<file path="src/sv/gcns_pkg.sv">
package gcns_pkg;

	localparam int NEEDLE_W  = 20;
	localparam int READING_W = 16;
	localparam int CFG_W     = 8;

	typedef logic [NEEDLE_W-1:0] needle_t;
	typedef logic signed [READING_W-1:0] reading_t;
	typedef logic [CFG_W-1:0] cfg_data_t;

	typedef enum logic {
		OP_SET  = 1'b0,
		OP_TICK = 1'b1
	} op_t;

	typedef enum logic [1:0] {
		GAUGE_RPM   = 2'd0,
		GAUGE_SPEED = 2'd1,
		GAUGE_FUEL  = 2'd2,
		GAUGE_TEMP  = 2'd3
	} gauge_t;

	typedef enum logic [1:0] {
		REG_FUEL_LOW_ON   = 2'd0,
		REG_FUEL_LOW_OFF  = 2'd1,
		REG_OVERHEAT_ON   = 2'd2,
		REG_OVERHEAT_OFF  = 2'd3
	} reg_idx_t;

	typedef struct packed {
		op_t      op;
		gauge_t   gauge;
		reading_t reading;
	} item_t;

	// scaling
	localparam int MUL_A_W = 15;
	localparam int MUL_B_W = 19;
	localparam int PROD_W  = MUL_A_W + MUL_B_W;

	localparam logic [MUL_B_W-1:0] RPM_GAIN   = 19'd7123;
	localparam logic [MUL_B_W-1:0] SPEED_GAIN = 19'd355522;
	localparam logic [MUL_B_W-1:0] FUEL_GAIN  = 19'd10485;
	localparam logic [MUL_B_W-1:0] TEMP_GAIN  = 19'd8738;

	localparam int RPM_OFFSET    = 250;
	localparam int SPEED_DEAD    = 5;
	localparam int SPEED_OFFSET  = 75;
	localparam int FUEL_MAX_IN   = 100;
	localparam int TEMP_MIN_IN   = 35;
	localparam int TEMP_MAX_IN   = 155;
	localparam int SHIFT_WIDE    = 14;
	localparam int SHIFT_NARROW  = 10;
	localparam needle_t FULL_SCALE = 20'd1024;

	// slew
	localparam int BAND_FUEL   = 15;
	localparam int BAND_OTHER  = 30;
	localparam int STEP_FUEL   = 10;
	localparam int STEP_SMALL  = 21;
	localparam int STEP_LARGE  = 42;
	localparam int NEAR_LIMIT  = 128;

	localparam cfg_data_t FUEL_LOW_ON_RST  = 8'd10;
	localparam cfg_data_t FUEL_LOW_OFF_RST = 8'd13;
	localparam cfg_data_t OVERHEAT_ON_RST  = 8'd110;
	localparam cfg_data_t OVERHEAT_OFF_RST = 8'd95;

endpackage

</file>
<file path="src/sv/gcns_in_if.sv">
interface gcns_in_if;
	logic        valid;
	logic        ready;
	logic        op;
	logic [1:0]  gauge;
	logic [15:0] reading;

	modport source (output valid, output op, output gauge, output reading, input ready);
	modport sink (input valid, input op, input gauge, input reading, output ready);
endinterface

</file>
<file path="src/sv/gcns_out_if.sv">
interface gcns_out_if;
	logic        valid;
	logic        ready;
	logic [1:0]  which_gauge;
	logic [19:0] needle;
	logic        settled;
	logic        warning_on;
	logic        warning_changed;

	modport source (output valid, output which_gauge, output needle, output settled,
		output warning_on, output warning_changed, input ready);
	modport sink (input valid, input which_gauge, input needle, input settled,
		input warning_on, input warning_changed, output ready);
endinterface

</file>
<file path="src/sv/gcns_cfg_if.sv">
interface gcns_cfg_if;
	logic       valid;
	logic       ready;
	logic [1:0] index;
	logic [7:0] data;

	modport source (output valid, output index, output data, input ready);
	modport sink (input valid, input index, input data, output ready);
endinterface

</file>
<file path="src/sv/gcns_scale.sv">
module gcns_scale (
	input  gcns_pkg::gauge_t   gauge,
	input  gcns_pkg::reading_t reading,
	output gcns_pkg::needle_t  target
);
	import gcns_pkg::*;

	logic signed [READING_W:0] rs;
	logic [MUL_A_W-1:0] mul_a;
	logic [MUL_B_W-1:0] mul_b;
	logic [PROD_W-1:0]  prod;
	logic [NEEDLE_W:0]  spd;

	assign rs = {reading[READING_W-1], reading};

	// one shared constant multiplier, operand picked per gauge
	always_comb begin
		case (gauge)
			GAUGE_RPM: begin
				mul_a = (rs > RPM_OFFSET) ? MUL_A_W'(rs - RPM_OFFSET) : '0;
				mul_b = RPM_GAIN;
			end
			GAUGE_SPEED: begin
				mul_a = (rs > SPEED_DEAD) ? reading[MUL_A_W-1:0] : '0;
				mul_b = SPEED_GAIN;
			end
			GAUGE_FUEL: begin
				mul_a = MUL_A_W'(reading[6:0]);
				mul_b = FUEL_GAIN;
			end
			default: begin
				mul_a = MUL_A_W'(rs - TEMP_MIN_IN);
				mul_b = TEMP_GAIN;
			end
		endcase
	end

	assign prod = PROD_W'(mul_a) * PROD_W'(mul_b);
	assign spd  = (NEEDLE_W+1)'(prod >> SHIFT_WIDE);

	always_comb begin
		case (gauge)
			GAUGE_RPM: target = NEEDLE_W'(prod >> SHIFT_WIDE);
			GAUGE_SPEED: target = (spd < SPEED_OFFSET) ? '0 : NEEDLE_W'(spd - SPEED_OFFSET);
			GAUGE_FUEL: begin
				if (rs < 0)
					target = '0;
				else if (rs > FUEL_MAX_IN)
					target = FULL_SCALE;
				else
					target = NEEDLE_W'(prod >> SHIFT_NARROW);
			end
			default: begin
				if (rs < TEMP_MIN_IN)
					target = '0;
				else if (rs > TEMP_MAX_IN)
					target = FULL_SCALE;
				else
					target = NEEDLE_W'(prod >> SHIFT_NARROW);
			end
		endcase
	end
endmodule

</file>
<file path="src/sv/gauge_cluster_needle_slew.sv">
// A tick result is held in the input register, then the result register; a set gives none.
// Throughput: one item per cycle while no tick waits on a stalled output; the input
// register and result register let a new item in while a finished result waits on the output.
// Reset (arst_n, asynchronous): targets and positions zero, low fuel flag set,
// overheat clear, first warning report pending, thresholds at 10, 13, 110 and 95.
module gauge_cluster_needle_slew (
	input  logic clk,
	input  logic arst_n,
	gcns_in_if.sink    in_ch,
	gcns_out_if.source out_ch,
	gcns_cfg_if.sink   cfg
);
	import gcns_pkg::*;

	cfg_data_t fuel_low_on_q, fuel_low_off_q, overheat_on_q, overheat_off_q;
	needle_t   targets_q   [4];
	needle_t   positions_q [4];
	logic      low_fuel_q, overheat_q;
	logic [1:0] shown_q, pending_q;

	item_t item_s1;
	logic  valid_s1;

	logic       out_valid_s2;
	gauge_t     gauge_s2;
	needle_t    needle_s2;
	logic       settled_s2, won_s2, wchg_s2;

	logic advance;
	logic is_tick;
	needle_t new_target;

	logic signed [READING_W:0]  rs;
	logic signed [NEEDLE_W:0]   diff;
	logic [NEEDLE_W:0]          abs_diff;
	logic [5:0]                 step;
	logic                       snap;
	logic signed [NEEDLE_W+1:0] moved;
	needle_t                    new_pos;
	logic                       widx;
	logic                       won, wchg;

	assign cfg.ready = 1'b1;

	// config registers
	always_ff @(posedge clk or negedge arst_n) begin
		if (!arst_n) begin
			fuel_low_on_q  <= FUEL_LOW_ON_RST;
			fuel_low_off_q <= FUEL_LOW_OFF_RST;
			overheat_on_q  <= OVERHEAT_ON_RST;
			overheat_off_q <= OVERHEAT_OFF_RST;
		end else if (cfg.valid) begin
			unique case (reg_idx_t'(cfg.index))
				REG_FUEL_LOW_ON:  fuel_low_on_q  <= cfg.data;
				REG_FUEL_LOW_OFF: fuel_low_off_q <= cfg.data;
				REG_OVERHEAT_ON:  overheat_on_q  <= cfg.data;
				REG_OVERHEAT_OFF: overheat_off_q <= cfg.data;
				default: ;
			endcase
		end
	end

	assign is_tick    = (item_s1.op == OP_TICK);
	assign advance    = valid_s1 && (!is_tick || !out_valid_s2 || out_ch.ready);
	assign in_ch.ready = !valid_s1 || advance;

	// input register
	always_ff @(posedge clk or negedge arst_n) begin
		if (!arst_n) begin
			valid_s1 <= 1'b0;
		end else if (in_ch.ready) begin
			valid_s1 <= in_ch.valid;
		end
	end

	always_ff @(posedge clk) begin
		if (in_ch.ready && in_ch.valid) begin
			item_s1 <= '{op: op_t'(in_ch.op), gauge: gauge_t'(in_ch.gauge),
				reading: reading_t'(in_ch.reading)};
		end
	end

	gcns_scale u_scale (
		.gauge   (item_s1.gauge),
		.reading (item_s1.reading),
		.target  (new_target)
	);

	assign rs = {item_s1.reading[READING_W-1], item_s1.reading};

	// slew step
	always_comb begin
		diff = $signed({1'b0, targets_q[item_s1.gauge]})
			- $signed({1'b0, positions_q[item_s1.gauge]});
		abs_diff = diff[NEEDLE_W] ? (NEEDLE_W+1)'(-diff) : (NEEDLE_W+1)'(diff);
		if (item_s1.gauge == GAUGE_FUEL)
			snap = abs_diff < BAND_FUEL;
		else
			snap = abs_diff < BAND_OTHER;
		case (item_s1.gauge)
			GAUGE_FUEL: step = 6'(STEP_FUEL);
			GAUGE_TEMP: step = 6'(STEP_SMALL);
			default:    step = (abs_diff < NEAR_LIMIT) ? 6'(STEP_SMALL) : 6'(STEP_LARGE);
		endcase
		if (diff > 0)
			moved = $signed({2'b00, positions_q[item_s1.gauge]}) + $signed({16'd0, step});
		else
			moved = $signed({2'b00, positions_q[item_s1.gauge]}) - $signed({16'd0, step});
		if (snap)
			new_pos = targets_q[item_s1.gauge];
		else if (moved < 0)
			new_pos = '0;
		else if (moved[NEEDLE_W+1:NEEDLE_W] != 2'b00)
			new_pos = '1;
		else
			new_pos = moved[NEEDLE_W-1:0];
	end

	// warning report
	always_comb begin
		widx = item_s1.gauge[0];
		won  = 1'b0;
		wchg = 1'b0;
		if (item_s1.gauge == GAUGE_FUEL || item_s1.gauge == GAUGE_TEMP) begin
			won  = (item_s1.gauge == GAUGE_FUEL) ? low_fuel_q : overheat_q;
			wchg = pending_q[widx] || (shown_q[widx] != won);
		end
	end

	// gauge state
	always_ff @(posedge clk or negedge arst_n) begin
		if (!arst_n) begin
			for (int i = 0; i < 4; i++) begin
				targets_q[i]   <= '0;
				positions_q[i] <= '0;
			end
			low_fuel_q <= 1'b1;
			overheat_q <= 1'b0;
			shown_q    <= '0;
			pending_q  <= '1;
		end else if (advance) begin
			if (!is_tick) begin
				targets_q[item_s1.gauge] <= new_target;
				if (item_s1.gauge == GAUGE_FUEL) begin
					if (rs < $signed({9'd0, fuel_low_on_q}) && !low_fuel_q)
						low_fuel_q <= 1'b1;
					else if (rs > $signed({9'd0, fuel_low_off_q}) && low_fuel_q)
						low_fuel_q <= 1'b0;
				end else if (item_s1.gauge == GAUGE_TEMP) begin
					if (rs > $signed({9'd0, overheat_on_q}) && !overheat_q)
						overheat_q <= 1'b1;
					else if (rs < $signed({9'd0, overheat_off_q}) && overheat_q)
						overheat_q <= 1'b0;
				end
			end else begin
				positions_q[item_s1.gauge] <= new_pos;
				if (item_s1.gauge == GAUGE_FUEL || item_s1.gauge == GAUGE_TEMP) begin
					pending_q[widx] <= 1'b0;
					shown_q[widx]   <= won;
				end
			end
		end
	end

	// result register
	always_ff @(posedge clk or negedge arst_n) begin
		if (!arst_n) begin
			out_valid_s2 <= 1'b0;
		end else if (advance && is_tick) begin
			out_valid_s2 <= 1'b1;
		end else if (out_ch.ready) begin
			out_valid_s2 <= 1'b0;
		end
	end

	always_ff @(posedge clk) begin
		if (advance && is_tick) begin
			gauge_s2   <= item_s1.gauge;
			needle_s2  <= new_pos;
			settled_s2 <= snap;
			won_s2     <= won;
			wchg_s2    <= wchg;
		end
	end

	assign out_ch.valid           = out_valid_s2;
	assign out_ch.which_gauge     = gauge_s2;
	assign out_ch.needle          = needle_s2;
	assign out_ch.settled         = settled_s2;
	assign out_ch.warning_on      = won_s2;
	assign out_ch.warning_changed = wchg_s2;
endmodule

</file>
<file path="src/flat_wrapper.sv">
// flat-port wrapper written by rule: the top's interface ports become plain ports
module gauge_cluster_needle_slew_flat import gcns_pkg::*;
  (clk, arst_n, in_ch_valid, in_ch_op, in_ch_gauge, in_ch_reading, in_ch_ready, out_ch_valid, out_ch_which_gauge, out_ch_needle, out_ch_settled, out_ch_warning_on, out_ch_warning_changed, out_ch_ready, cfg_valid, cfg_index, cfg_data, cfg_ready);
  gcns_in_if in_ch_i ();
  gcns_out_if out_ch_i ();
  gcns_cfg_if cfg_i ();
  input  logic clk;
  input  logic arst_n;
  input wire logic [$bits(in_ch_i.valid)-1:0] in_ch_valid;
  input wire logic [$bits(in_ch_i.op)-1:0] in_ch_op;
  input wire logic [$bits(in_ch_i.gauge)-1:0] in_ch_gauge;
  input wire logic [$bits(in_ch_i.reading)-1:0] in_ch_reading;
  output wire logic [$bits(in_ch_i.ready)-1:0] in_ch_ready;
  output wire logic [$bits(out_ch_i.valid)-1:0] out_ch_valid;
  output wire logic [$bits(out_ch_i.which_gauge)-1:0] out_ch_which_gauge;
  output wire logic [$bits(out_ch_i.needle)-1:0] out_ch_needle;
  output wire logic [$bits(out_ch_i.settled)-1:0] out_ch_settled;
  output wire logic [$bits(out_ch_i.warning_on)-1:0] out_ch_warning_on;
  output wire logic [$bits(out_ch_i.warning_changed)-1:0] out_ch_warning_changed;
  input wire logic [$bits(out_ch_i.ready)-1:0] out_ch_ready;
  input wire logic [$bits(cfg_i.valid)-1:0] cfg_valid;
  input wire logic [$bits(cfg_i.index)-1:0] cfg_index;
  input wire logic [$bits(cfg_i.data)-1:0] cfg_data;
  output wire logic [$bits(cfg_i.ready)-1:0] cfg_ready;
  assign in_ch_i.valid = in_ch_valid;
  assign in_ch_i.op = in_ch_op;
  assign in_ch_i.gauge = in_ch_gauge;
  assign in_ch_i.reading = in_ch_reading;
  assign in_ch_ready = in_ch_i.ready;
  assign out_ch_valid = out_ch_i.valid;
  assign out_ch_which_gauge = out_ch_i.which_gauge;
  assign out_ch_needle = out_ch_i.needle;
  assign out_ch_settled = out_ch_i.settled;
  assign out_ch_warning_on = out_ch_i.warning_on;
  assign out_ch_warning_changed = out_ch_i.warning_changed;
  assign out_ch_i.ready = out_ch_ready;
  assign cfg_i.valid = cfg_valid;
  assign cfg_i.index = cfg_index;
  assign cfg_i.data = cfg_data;
  assign cfg_ready = cfg_i.ready;
  gauge_cluster_needle_slew u_core (.clk(clk), .arst_n(arst_n), .in_ch(in_ch_i), .out_ch(out_ch_i), .cfg(cfg_i));
endmodule
</file>
<file path="config.mk">
export PLATFORM = sky130hd
export DESIGN_NAME = gauge_cluster_needle_slew_flat
export DESIGN_NICKNAME = d
export VERILOG_FILES = /design/src/sv/gcns_pkg.sv /design/src/sv/gcns_in_if.sv /design/src/sv/gcns_out_if.sv /design/src/sv/gcns_cfg_if.sv /design/src/sv/gcns_scale.sv /design/src/sv/gauge_cluster_needle_slew.sv /design/src/flat_wrapper.sv
export SDC_FILE = /design/constraint.sdc
export NUM_CORES = 1
export LEC_CHECK = 0
export BUFFER_PORTS_ARGS = -buffer_cell sky130_fd_sc_hd__buf_2
export CAP_MARGIN = 20
export CORE_MARGIN = 4
export CORE_UTILIZATION = 65
export CTS_CLUSTER_SIZE = 25
export DETAILED_ROUTE_END_ITERATION = 16
export PLACE_DENSITY_LB_ADDON = 0.1
export SYNTH_ARGS = -nofsm -noshare
export SYNTH_HDL_FRONTEND = slang
export SYNTH_SLANG_ARGS = --single-unit
</file>
<file path="constraint.sdc">
create_clock -name clk -period 13.1 [get_ports clk]
set_clock_uncertainty 0.05 [all_clocks]
set_input_delay 0.655 -clock clk [delete_from_list [all_inputs] [get_ports clk]]
set_output_delay 0.655 -clock clk [all_outputs]
set_load 0.02 [all_outputs]
</file>
* After elaboration in Yosys (flattened, before gate mapping) *
Cells that the tools add are included.

cells by class
  add/sub/neg operators = 7
  $mul = 1
  order comparisons = 20
  eq/ne operators = 7
  multiplexer cells = 43
  bitwise operators = 5
  reduce and logical (&&, ||, !) cells = 34

operators by type and width
  cell                                                             count
  2-to-1 mux 20 bit                                                13
  bitwise mux 80 bit                                               2
  binary-select mux 20 bit (select 2 bit)                          2
  one-hot mux 20 bit (3 select lines)                              1
  one-hot mux 19 bit (3 select lines)                              1
  one-hot mux 15 bit (3 select lines)                              1
  demux 20 bit (select 2 bit)                                      1
  multiplier 15 x 19 -> 34 bit                                     1
  greater-than comparator 16 x 9 -> 1 bit                          2
  greater-than comparator 16 x 9 -> 1 bit (second input constant)  2
  less-than comparator 16 x 9 -> 1 bit                             2
  2-to-1 mux 15 bit                                                2
  less-than comparator 22 x 1 -> 1 bit (second input constant)     1
  2-to-1 mux 22 bit                                                1
  adder 20 x 6 -> 21 bit                                           1
  greater-than comparator 21 x 1 -> 1 bit (second input constant)  1
  less-than comparator 21 x 4 -> 1 bit (second input constant)     1
  less-than comparator 21 x 5 -> 1 bit (second input constant)     1
  less-than comparator 21 x 8 -> 1 bit (second input constant)     1
  2-to-1 mux 21 bit                                                1
  negation 21 bit                                                  1
  subtractor 20 x 20 -> 21 bit                                     1
  subtractor 20 x 6 -> 21 bit                                      1
  less-than comparator 20 x 7 -> 1 bit (second input constant)     1
  other kinds (32)                                                 75

word-level totals
  bits in registers = 244
  input bits = 34
  output and inout port bits = 28
  logic and storage cells = 143

* Logic depth before layout (Yosys ltp) *
Gate-level depths: netlist of the first run.

  depth after elaboration = 17
  depth in mapped cells = 49

* Cells and area by module *
From an unflattened synthesis of the first run, not the netlist that was laid out.

second synthesis, totals
  cell total of the unflattened synthesis = 2618
  area total of the unflattened synthesis = 24935.2 um2

modules (own cells, without submodules)
  module                     instances  cells each  area each (um2)
  gauge_cluster_needle_slew  1          1337        14572.7
  gcns_scale                 1          1281        10362.4

* Least setup slack after synthesis of the first run *
No wires, ideal clock.

  path kind = register to register
  start = reg u_core.item_s1[16] (netlist name)
  end = reg u_core.targets_q[25] (netlist name)
  arrival time = 11.924 ns
  data required time = 12.917 ns
  slack = 0.994 ns
  cell stages (with the launch flop) = 43
  path through = edfxtp_1 -> buf_1 -> clkbuf_1 -> clkbuf_1 -> clkbuf_1 -> inv_1 -> ha_1 -> clkbuf_1 -> nand2b_1 -> a21oi_1 -> clkbuf_1 -> o21ai_0 -> a21boi_0 -> nor2b_1 -> fa_1 -> inv_1 -> fa_1 -> inv_1 -> [... 7 more ...] -> clkbuf_1 -> and2_1 -> and3_1 -> a221oi_1 -> o211ai_1 -> a21o_1 -> and2_1 -> clkbuf_1 -> ha_1 -> o22ai_1 -> a31oi_2 -> or4b_1 -> buf_2 -> o41ai_4 -> buf_6 -> o21ai_2 -> a221oi_2 -> o31ai_1

between the ends
  word-level cells in the longest chain between the ends = 7
  elaborated cells on any way between the ends = 21

ends and longest elaborated chain
  element                                                                                     RTL line                                              RTL
  start, declared                                                                             gauge_cluster_needle_slew.sv:21                       item_t item_s1;
  start signal, assigned                                                                      gauge_cluster_needle_slew.sv:78                       item_s1 <= '{op: op_t'(in_ch.op), gauge: gauge_t'(in_ch.gauge),
  equality test 2 bit (tied with other cells)                                                 gcns_scale.sv:18, gcns_scale.sv:42
  one-hot mux 15 bit (3 select lines) or one-hot mux 19 bit (3 select lines) (tied branches)  gcns_scale.sv:18                                      case (gauge)
  multiplier 15 x 19 -> 34 bit                                                                gcns_scale.sv:38                                      assign prod = PROD_W'(mul_a) * PROD_W'(mul_b);
  subtractor 20 x 7 -> 20 bit (tied with other cells)                                         gcns_scale.sv:44                                      GAUGE_SPEED: target = (spd < SPEED_OFFSET) ? '0 : NEEDLE_W'(spd - SPEED_OFFSET);
  2-to-1 mux 20 bit, on equally long branches                                                 gcns_scale.sv:44, gcns_scale.sv:46, gcns_scale.sv:54
  one-hot mux 20 bit (3 select lines)                                                         gcns_scale.sv:42                                      case (gauge)
  bitwise mux 80 bit *                                                                        gauge_cluster_needle_slew.sv:143                      targets_q[item_s1.gauge] <= new_target;
  end signal, assigned by index                                                               gauge_cluster_needle_slew.sv:143
  end, declared                                                                               gauge_cluster_needle_slew.sv:16                       needle_t targets_q [4];

Every way passes the cells marked *; elsewhere a longest branch is shown, timed or not.
A chain may end at the register's enable or synchronous reset.

* Final worst setup path of the first run *
  start = reg u_core.item_s1[11] (netlist name)
  end = reg u_core.targets_q[65] (netlist name)

between the ends
  word-level cells in the longest chain between the ends = 8
  elaborated cells on any way between the ends = 21

ends and longest elaborated chain
  element                                              RTL line                                              RTL
  subtractor 15 x 9 -> 15 bit (tied with other cells)  gcns_scale.sv:20                                      mul_a = (rs > RPM_OFFSET) ? MUL_A_W'(rs - RPM_OFFSET) : '0;
  2-to-1 mux 15 bit, on equally long branches          gcns_scale.sv:20, gcns_scale.sv:24
  one-hot mux 15 bit (3 select lines)                  gcns_scale.sv:18
  multiplier 15 x 19 -> 34 bit                         gcns_scale.sv:38
  subtractor 20 x 7 -> 20 bit (tied with other cells)  gcns_scale.sv:44
  2-to-1 mux 20 bit, on equally long branches          gcns_scale.sv:44, gcns_scale.sv:46, gcns_scale.sv:54
  one-hot mux 20 bit (3 select lines) *                gcns_scale.sv:42
  bitwise mux 80 bit *                                 gauge_cluster_needle_slew.sv:143

Marks and branches as above.

==> out/qor.txt, run 1 <==
outcome: finished, final reports clean
biggest area consumer among synthesized cells: dfrtp_1
async set-reset flop share out of synthesis: 82.0%
Netlist cell types: 96
post-layout min period: 12.29 ns
Total Nets Final: 3,046
syn_nets: 3,045
most frequent CP cell: fa_1
DRT Pass-1 Iters: 7
RSZ-0062 raised after global routing: no
Crit path required time: 13.45 ns
crit-path max cell delay: 0.72 ns
Synth Area in Adders: 24.3%
Final period util: 93.8%
XOR/XNOR Fraction of Synth Area: 2.25%
WP data arrival: 12.64 ns
Num CTS Buffers: 27
CTS Hold Bufs: 0
DRC Markers: 0
measured slew at the worst slew-check pin: 1.15 ns
clock root buffer: clkbuf_16
I/O pin total: 62
Die Y: 202 µm
Post-synth top flop: dfrtp_1
setup TNS: 0 ns
critical path's slowest cell: or4b_1
Setup crit end kind: flop
Slew HR: 23.3%
mux cell area share after synthesis: 8.49%
ranking of synthesized cells by area: dfrtp_1 19%, fa_1 15%, ha_1 9.8%
Final Wtd Congestion: 0.998
ANT nets after route: 0
Ys Warns: 0
vias per inst: 6.48
final wirelength: 70,100 µm
core box area: 36,900 µm²
Seq/Total Area, Yosys: 25.9%
Compound-Gate Fraction of Synth Area: 16.6%
simple-gate share of the synthesized area: 15.7%
number of synthesized flops with an enable pin: 44
initial core utilization: 66.4%
first-pass GRT wire length: 111,000 µm
clk sinks: 244
WL/cell: 22.1 µm
max frequency: 81.4 MHz
Reg clk slew, reported paths: 0.06 ns
worst skew pair latency: 0.56 ns
main combinational cell family by area after synthesis: adder cells
fin cells: 3,167
met2 Usage GRT: 56.6%
Hold Path Class: input port to async pin
Detail Placement HPWL: 54,600 µm
area grow syn2layout: 7.01%
Synth top area share: 18.5%
Global Route Usage Sum: 33.9%
Die Wd: 202 µm
max-cap violation count: 0
CTS tree: yes
Slew Limit Fails: 0
H-tree levels: 1
Mean Syn Cell Area: 9.26 µm²
Site Rows: 70
met3 Use GR: 3.85%
Final Worst Setup Slack: 0.808 ns
#FFs+latches synth: 244
Critical Path Fanout Max: 12
clk buf depth: 3
share of layout cells above drive strength 1: 12.4%
number of cells after detailed placement: 3,116
GR peak layer: met2
synthesized cell area: 24,500 µm²
pre-CTS WS: 0.858 ns
setup violators final: 0
DRT iter0 DRCs: 1,925
grt met1 use: 44.0%
Worst setup SP type: flop
buffers added on ports: 60
DR vias: 20,500
worst setup path class: flop to flop
pin count of the biggest net entering global routing: 80
die area: 40,800 µm²
Mapped Cells: 2,642
total congestion overflow: 0
antenna cells: 0
vias in the first global route: 20,600
initial antenna violation count: 0
Final Hold Viols: 0
metrics by stage:
stage	area, µm²	hold WS [ns]	utilization, %
global route	26200	0.150	71.0
global placement	25200	0.405	68.3
finish	26200	0.0887	71.0
detailed placement	25200	0.418	68.3
floorplan	24500	0.309	-
CTS	26200	0.0934	70.9
cell usage in the layout, fill, tap and decap left out, drive strengths merged, types with 35 or more instances in the layout:
cell type and instances:
mux4 39, ha 191, a31oi 42, clkbuf 35, edfxtp 44, nor2 162, buf 94, xnor2 42
inv 304, dfrtp 181, fa 178, a21oi 132, and2 64, nand2 265, nor3 48, mux2 86
o21ai 168, nand4 36
worst max-delay path, delay by kind of cell (launching register included):
family          cells  cell delay, ns
compound gates     13            3.94
fa+ha+maj           8            3.76
simple gates        8            2.82
buf+inv             7            1.00
flops               1            0.52
logic make-up after synthesis:
kind of cell | after synthesis
XOR/XNOR | 63
other | 1
AO/OA/AOI/OAI | 612
buffers and inverters | 424
multiplexers | 148
AND/OR/NAND/NOR | 781
flip-flops | 244
adder cells (fa/ha/maj) | 369
state kept, by name, summed over array words and instances (netlist names):
register	cells
u_core.pending_q	2
u_core.overheat_q	1
u_core.fuel_low_off_q	8
u_core.item_s1	18
u_core.out_ch.which_gauge	2
u_core.positions_q	80
u_core.is_tick	1
u_core.out_ch.warning_on	1
u_core.out_ch.valid	1
u_core.low_fuel_q	1
u_core.valid_s1	1
u_core.out_ch.settled	1
u_core.shown_q	2
u_core.out_ch.needle	20
u_core.overheat_on_q	8
u_core.out_ch.warning_changed	1
u_core.targets_q	80
u_core.overheat_off_q	8
u_core.fuel_low_on_q	8
cell type report:
type,instances,area [µm²]
Multi-Input combinational cell,1974,16500
Fill cell,2840,10700
Sequential cell,244,6350
Inverter,301,1130
Clock buffer,34,742
Tap cell,504,631
Timing Repair Buffer,95,589
Clock inverter,15,229
what timing repair did:
item                                    CTS  global route
gates resized for setup                   0             1
buffers inserted                          0             0
endpoints found under the setup margin    0             4
path summary, 6_finish.rpt:
| kind | startpoint | slack [ns] | cells after the start | end |
|---|---|---|---|---|
| max reg2reg | u_core.item_s1[11] | 0.81 | 36 | u_core.targets_q[65] |
| min | arst_n | 0.09 | 1 | u_core.targets_q[0] |
| min in group clk | in_ch_reading[2] | 0.21 | 1 | u_core.item_s1[2] |
| min reg2reg | u_core.targets_q[60] | 0.43 | 2 | u_core.targets_q[60] |
| max in group asynchronous | arst_n | 10.87 | 3 | u_core.positions_q[59] |
| max | u_core.item_s1[11] | 0.81 | 36 | u_core.targets_q[65] |
synth_stat cells, drive strengths merged, types with 10 or more instances:
| master | count |
|---|---|
| xnor2 | 42 |
| ha | 191 |
| nand3b | 10 |
| a22oi | 11 |
| fa | 178 |
| nor2 | 162 |
| a21o | 30 |
| mux4 | 39 |
| edfxtp | 44 |
| nor3 | 48 |
| and3 | 25 |
| dfrtp | 181 |
| a31oi | 42 |
| clkbuf | 98 |
| nor3b | 10 |
| a21boi | 17 |
| o211ai | 31 |
| nor2b | 33 |
| a211oi | 23 |
| dfstp | 19 |
| or2 | 13 |
| mux2 | 86 |
| nor4 | 18 |
| o21a | 17 |
| o31ai | 27 |
| nand2b | 29 |
| inv | 300 |
| mux2i | 23 |
| or3 | 14 |
| o21bai | 12 |
| o21ai | 168 |
| buf | 25 |
| and2 | 64 |
| nand3 | 33 |
| a21oi | 132 |
| nand4 | 36 |
| xor2 | 21 |
| a211o | 10 |
| nand2 | 265 |
per-layer routing:
metal / up-vias / part of all wire [%]
met2: 1000 / 48
met1: 10000 / 39
met4: 0 / 6.0
met5: - / 0
li1: 9272 / -
met3: 239 / 6.8
Power of run 1 is not shown: default switching activity piles up to over one toggle a cycle in this logic, so the estimate is an artifact.
==> inputs of run 2 (changes only) <==
==> constraint.sdc (replaced) <==
create_clock -name clk -period 11.43 [get_ports clk]
set_clock_uncertainty 0.05 [all_clocks]
set_input_delay 0.5715 -clock clk [delete_from_list [all_inputs] [get_ports clk]]
set_output_delay 0.5715 -clock clk [all_outputs]
set_load 0.02 [all_outputs]
==> run 2 against run 1 <==
Maximum frequency rose by 13%. Critical path depth up 4. Global-route usage is 1.2 points higher. Largest cell class unchanged. Highest routed layer unchanged. Sequential share of layout area shrank 0.075 points. Core utilization increased by 0.22 points. Die area unchanged. Non-clock buffer count rose by 22. Critical endpoint is now u_core.targets_q[34].
==> out/qor.txt, run 2 (synthesis results as in run 1) <==
outcome: finished, final reports clean (unchanged)
CTS tree: yes (unchanged)
total congestion overflow: 0 (unchanged)
antenna cells: 0 (unchanged)
WHS Path Cells: 1
Setup crit end kind: flop (unchanged)
RSZ-0062 raised after global routing: no (unchanged)
vias per inst: 6.50 (was 6.48)
Worst Hold Launch: in_ch_reading[5]
vias in the first global route: 20,900 (was 20,600)
ANT nets after route: 0 (unchanged)
crit-path max cell delay: 0.64 ns (was 0.72 ns)
Site Rows: 70 (unchanged)
Global Route Usage Sum: 35.0% (was 33.9%)
Hold Path Class: input port to flop (was input port to async pin)
DRC Markers: 0 (unchanged)
WL/cell: 22.6 µm (was 22.1 µm)
Total Nets Final: 3,068 (was 3,046)
Reg clk slew, reported paths: 0.06 ns (about the same)
Worst setup SP type: flop (unchanged)
most frequent CP cell: inv_1 (was fa_1)
die area: 40,800 µm² (unchanged)
Final period util: 94.8% (was 93.8%)
clk sinks: 244 (unchanged)
first-pass GRT wire length: 114,000 µm (was 111,000 µm)
post-layout min period: 10.83 ns (was 12.29 ns)
setup violators final: 0 (unchanged)
buffers added on ports: 60 (unchanged)
clk buf depth: 3 (unchanged)
DRT Pass-1 Iters: 7 (unchanged)
r2r setup slk: 0.60 ns (was 0.81 ns)
area grow syn2layout: 7.34% (was 7.01%)
DR vias: 20,700 (was 20,500)
worst reg2reg path startpoint: u_core.item_s1[0] (was u_core.item_s1[11])
Die Y: 202 µm (unchanged)
DRT iter0 DRCs: 1,902 (was 1,925)
H-tree levels: 1 (unchanged)
pre-CTS WS: 0.253 ns (was 0.858 ns)
most common cell after layout, fill and taps aside: inv_1 (unchanged)
WP data arrival: 11.19 ns (was 12.64 ns)
Reg2Reg Depth: 40 (was 36)
Die Wd: 202 µm (unchanged)
measured slew at the worst slew-check pin: 1.19 ns (was 1.15 ns)
most frequent cells in the layout: 300 x inv_1, 264 x nand2_1, 190 x ha_1 (was 300 x inv_1, 265 x nand2_1, 190 x ha_1)
setup TNS: 0 ns (unchanged)
critical path's slowest cell: or4b_4 (was or4b_1)
clock root buffer: clkbuf_16 (unchanged)
Worst Hold End: u_core.item_s1[5]
I/O pin total: 62 (unchanged)
Crit path required time: 11.79 ns (was 13.45 ns)
Slew HR: 20.3% (was 23.3%)
Slew Limit Fails: 0 (unchanged)
final wirelength: 72,200 µm (was 70,100 µm)
initial antenna violation count: 0 (unchanged)
Critical Path Fanout Max: 12 (unchanged)
worst setup path class: flop to flop (unchanged)
worst skew pair latency: 0.58 ns (was 0.56 ns)
max frequency: 92.3 MHz (was 81.4 MHz)
share of layout cells above drive strength 1: 13.0% (was 12.4%)
initial core utilization: 66.4% (unchanged)
Num CTS Buffers: 27 (unchanged)
Final Worst Setup Slack: 0.597 ns (was 0.808 ns)
Final Hold Viols: 0 (unchanged)
smallest hold slack: 0.148 ns (was 0.0887 ns)
max-cap violation count: 0 (unchanged)
pin count of the biggest net entering global routing: 79 (was 80)
Final Wtd Congestion: 1.04 (was 0.998)
Detail Placement HPWL: 57,200 µm (was 54,600 µm)
FF-to-FF End: u_core.targets_q[34] (was u_core.targets_q[65])
core box area: 36,900 µm² (unchanged)
[run 2: cell count changes in the layout (fill, tap and decap cells not counted), moves of 3 or more]
cell,change
clkbuf_8,-3
bufinv_16,-4
buf_4,+23
clkinv_2,-3
clkbuf_1,+11
[run 2: metal layers]
layer,up-vias,part of all wire [%],track usage (%)
li1,9320,-,-
met1,10300,39,45.7
met2,932,49,59.1
met3,218,7.2,5.07
met4,0,4.7,14.6
met5,-,0,0
[run 2: area by class of cell]
| class | instances | area [µm²] |
|---|---|---|
| inverters | 301 | 1130 |
| repair buffers | 117 | 739 |
| fillers | 2846 | 10600 |
| clock buffers | 44 | 792 |
| well taps | 504 | 631 |
| clock inverters | 5 | 77.6 |
| multi-input cells | 1974 | 16600 |
| flip-flops and latches | 244 | 6350 |
[run 2: metrics by stage]
step           cells  utilization, %  cell area [µm²]
2_1_floorplan   2642               -            24500
3_3_place_gp    3138            68.8            25400
3_5_place_dp    3138            68.8            25400
4_1_cts         3188            71.1            26200
5_1_grt         3189            71.2            26300
6_report        3189            71.2            26300
[run 2: critical path: cells and delay by family (launching register included)]
family,cells,cell delay [ns]
fa+ha+maj,9,3.84
buf+inv,11,1.40
compound gates,12,2.98
simple gates,8,1.87
flops,1,0.54
[run 2: worst max-delay path by stage]
stage,startpoint,end,slack [ns],cells after the start
after detailed placement,u_core.item_s1[0],u_core.targets_q[8],0.25,42
after global routing,u_core.item_s1[0],u_core.targets_q[14],0.05,38
final,u_core.item_s1[0],u_core.targets_q[34],0.60,40
after floorplan,u_core.item_s1[16],u_core.targets_q[25],0.02,43
after global placement,u_core.item_s1[0],u_core.targets_q[24],0.57,40
after CTS,u_core.item_s1[0],u_core.targets_q[68],0.27,38
[run 2: timing repair]
item,4_1_cts,5_1_grt
endpoints found under the setup margin,0,60
gates resized for setup,0,7
endpoints found under the hold margin,33,0
setup buffers,0,1
hold buffers,1,0
Power of run 2 is left out for the same reason.
==> inputs of run 3 (changes only) <==
--- a/config.mk
+++ b/config.mk
@@ -11,6 +11,7 @@
 export CORE_UTILIZATION = 65
 export CTS_CLUSTER_SIZE = 25
 export DETAILED_ROUTE_END_ITERATION = 16
+export MAX_ROUTING_LAYER = met4
 export PLACE_DENSITY_LB_ADDON = 0.1
 export SYNTH_ARGS = -nofsm -noshare
 export SYNTH_HDL_FRONTEND = slang
==> run 3 against run 2 <==
Core utilization about the same. Critical endpoint is now u_core.targets_q[50]. First-iteration DRC count increased by 7.5%. Flip-flop and latch count unchanged. Final cell count decreased by 0.13%. Cell area about the same. Via count is 0.50% lower. Non-clock buffer count down 5. Maximum frequency rose by 0.25%.
==> out/qor.txt, run 3 (synthesis results as in run 1) <==
post-layout min period: 10.81 ns (was 10.83 ns)
Worst Hold End: u_core.item_s1[13] (was u_core.item_s1[5])
clock root buffer: clkbuf_16 (unchanged)
most frequent cells in the layout: 299 x inv_1, 264 x nand2_1, 190 x ha_1 (was 300 x inv_1, 264 x nand2_1, 190 x ha_1)
max frequency: 92.5 MHz (was 92.3 MHz)
antenna cells: 0 (unchanged)
pin count of the biggest net entering global routing: 74 (was 79)
r2r setup slk: 0.62 ns (was 0.60 ns)
fin util: 71.2% (about the same)
I/O pin total: 62 (unchanged)
Die Wd: 202 µm (unchanged)
DRT met1 WL: 28,500 µm (about the same)
most frequent CP cell: inv_1 (unchanged)
worst skew pair latency: 0.56 ns (was 0.58 ns)
Reg2Reg Depth: 41 (was 40)
Worst Hold Launch: in_ch_reading[13] (was in_ch_reading[5])
vias in the first global route: 21,000 (was 20,900)
FF-to-FF End: u_core.targets_q[50] (was u_core.targets_q[34])
core box area: 36,900 µm² (unchanged)
buffers added on ports: 60 (unchanged)
most common cell after layout, fill and taps aside: inv_1 (unchanged)
worst reg2reg path startpoint: u_core.item_s1[7] (was u_core.item_s1[0])
final wirelength: 72,300 µm (was 72,200 µm)
Final Wtd Congestion: 1.03 (was 1.04)
initial core utilization: 66.4% (unchanged)
DRC Markers: 0 (unchanged)
initial antenna violation count: 0 (unchanged)
Site Rows: 70 (unchanged)
first-pass GRT wire length: 116,000 µm (was 114,000 µm)
ANT nets after route: 0 (unchanged)
die area: 40,800 µm² (unchanged)
clk sinks: 244 (unchanged)
DR WL met3: 5300 µm (was 5170 µm)
Die Y: 202 µm (unchanged)
crit-path max cell delay: 0.65 ns (was 0.64 ns)
Slew HR: 24.8% (was 20.3%)
vias per inst: 6.48 (was 6.50)
fin cells: 3,185 (was 3,189)
H-tree levels: 1 (unchanged)
Detail Placement HPWL: 56,200 µm (was 57,200 µm)
Num CTS Buffers: 27 (unchanged)
Final period util: 94.5% (was 94.8%)
WP data arrival: 11.20 ns (was 11.19 ns)
DR vias: 20,600 (was 20,700)
Total Nets Final: 3,063 (was 3,068)
clk buf depth: 3 (unchanged)
total congestion overflow: 0 (unchanged)
worst setup path class: flop to flop (unchanged)
Reg clk slew, reported paths: 0.08 ns (was 0.06 ns)
setup violators final: 0 (unchanged)
CTS tree: yes (unchanged)
Final Hold Viols: 0 (unchanged)
top routing layer in use: met4 (unchanged)
Worst setup SP type: flop (unchanged)
number of cells after detailed placement: 3,131 (was 3,138)
Critical Path Fanout Max: 11 (was 12)
outcome: finished, final reports clean (unchanged)
met2 wire len: 35,200 µm (about the same)
Slew Limit Fails: 0 (unchanged)
critical path's slowest cell: or4b_4 (unchanged)
DRT iter0 DRCs: 2,045 (was 1,902)
max-cap violation count: 0 (unchanged)
Hold Path Class: input port to flop (unchanged)
WHS Path Cells: 1 (unchanged)
Setup crit end kind: flop (unchanged)
Crit path required time: 11.82 ns (was 11.79 ns)
measured slew at the worst slew-check pin: 1.13 ns (was 1.19 ns)
area grow syn2layout: 7.29% (was 7.34%)
WL/cell: 22.7 µm (was 22.6 µm)
DRT Pass-1 Iters: 6 (was 7)
Global Route Usage Sum: 36.3% (was 35.0%)
share of layout cells above drive strength 1: 13.4% (was 13.0%)
run 3: cell types whose count changed in the layout (fill, tap and decap cells not counted), moves of 2 or more:
cell and delta:
clkbuf_16 -2, a21oi_1 -3, a21oi_2 +3, and2_2 +2
a221oi_2 +2, bufinv_16 +2, clkbuf_1 -9, and2_1 -2
inv_6 +2, clkinv_2 +6, buf_4 -5, clkinv_1 +3
run 3: critical path: cells and delay by family (launching register included):
family / cells / cell delay (ns)
buf+inv: 10 / 0.99
flops: 1 / 0.41
fa+ha+maj: 8 / 3.63
simple gates: 10 / 2.55
compound gates: 13 / 3.02
run 3: repair_timing:
action	4_1_cts	5_1_grt
setup endpoints to repair	0	60
hold buffers	1	0
setup buffers	0	2
gates resized for setup	0	14
hold endpoints to repair	52	0
run 3: metal layers:
metal	track usage, %	vias to the layer above
met4	13.6	0
li1	-	9295
met1	45.9	10200
met3	4.91	192
met2	60.3	961
met5	-	-
run 3: layout make-up:
type | count | area [µm²]
clock buffers | 32 | 694
clock inverters | 18 | 189
fillers | 2824 | 10600
inverters | 301 | 1130
multi-input cells | 1974 | 16600
flip-flops and latches | 244 | 6350
well taps | 504 | 631
repair buffers | 112 | 702
run 3: stage by stage:
stage	TNS, ns	instance area (µm²)	setup WS [ns]	hold WS [ns]
finish	0	26300	0.624	0.133
global route	-0.0498	26300	-0.0321	0.123
CTS	0	26200	0.313	0.111
detailed placement	0	25300	0.310	0.416
global placement	0	25300	0.547	0.405
floorplan	0	24500	0.0219	0.226
run 3: worst max-delay path by stage:
stage	startpoint	endpoint	slack, ns	cells after the start
finish	u_core.item_s1[7]	u_core.targets_q[50]	0.62	41
global route	u_core.item_s1[0]	u_core.targets_q[77]	-0.03	43
CTS	u_core.item_s1[0]	u_core.targets_q[8]	0.31	43
detailed placement	u_core.item_s1[0]	u_core.targets_q[8]	0.31	43
global placement	u_core.item_s1[0]	u_core.targets_q[36]	0.55	40
floorplan	u_core.item_s1[16]	u_core.targets_q[25]	0.02	43
Power of run 3 is left out for the same reason.
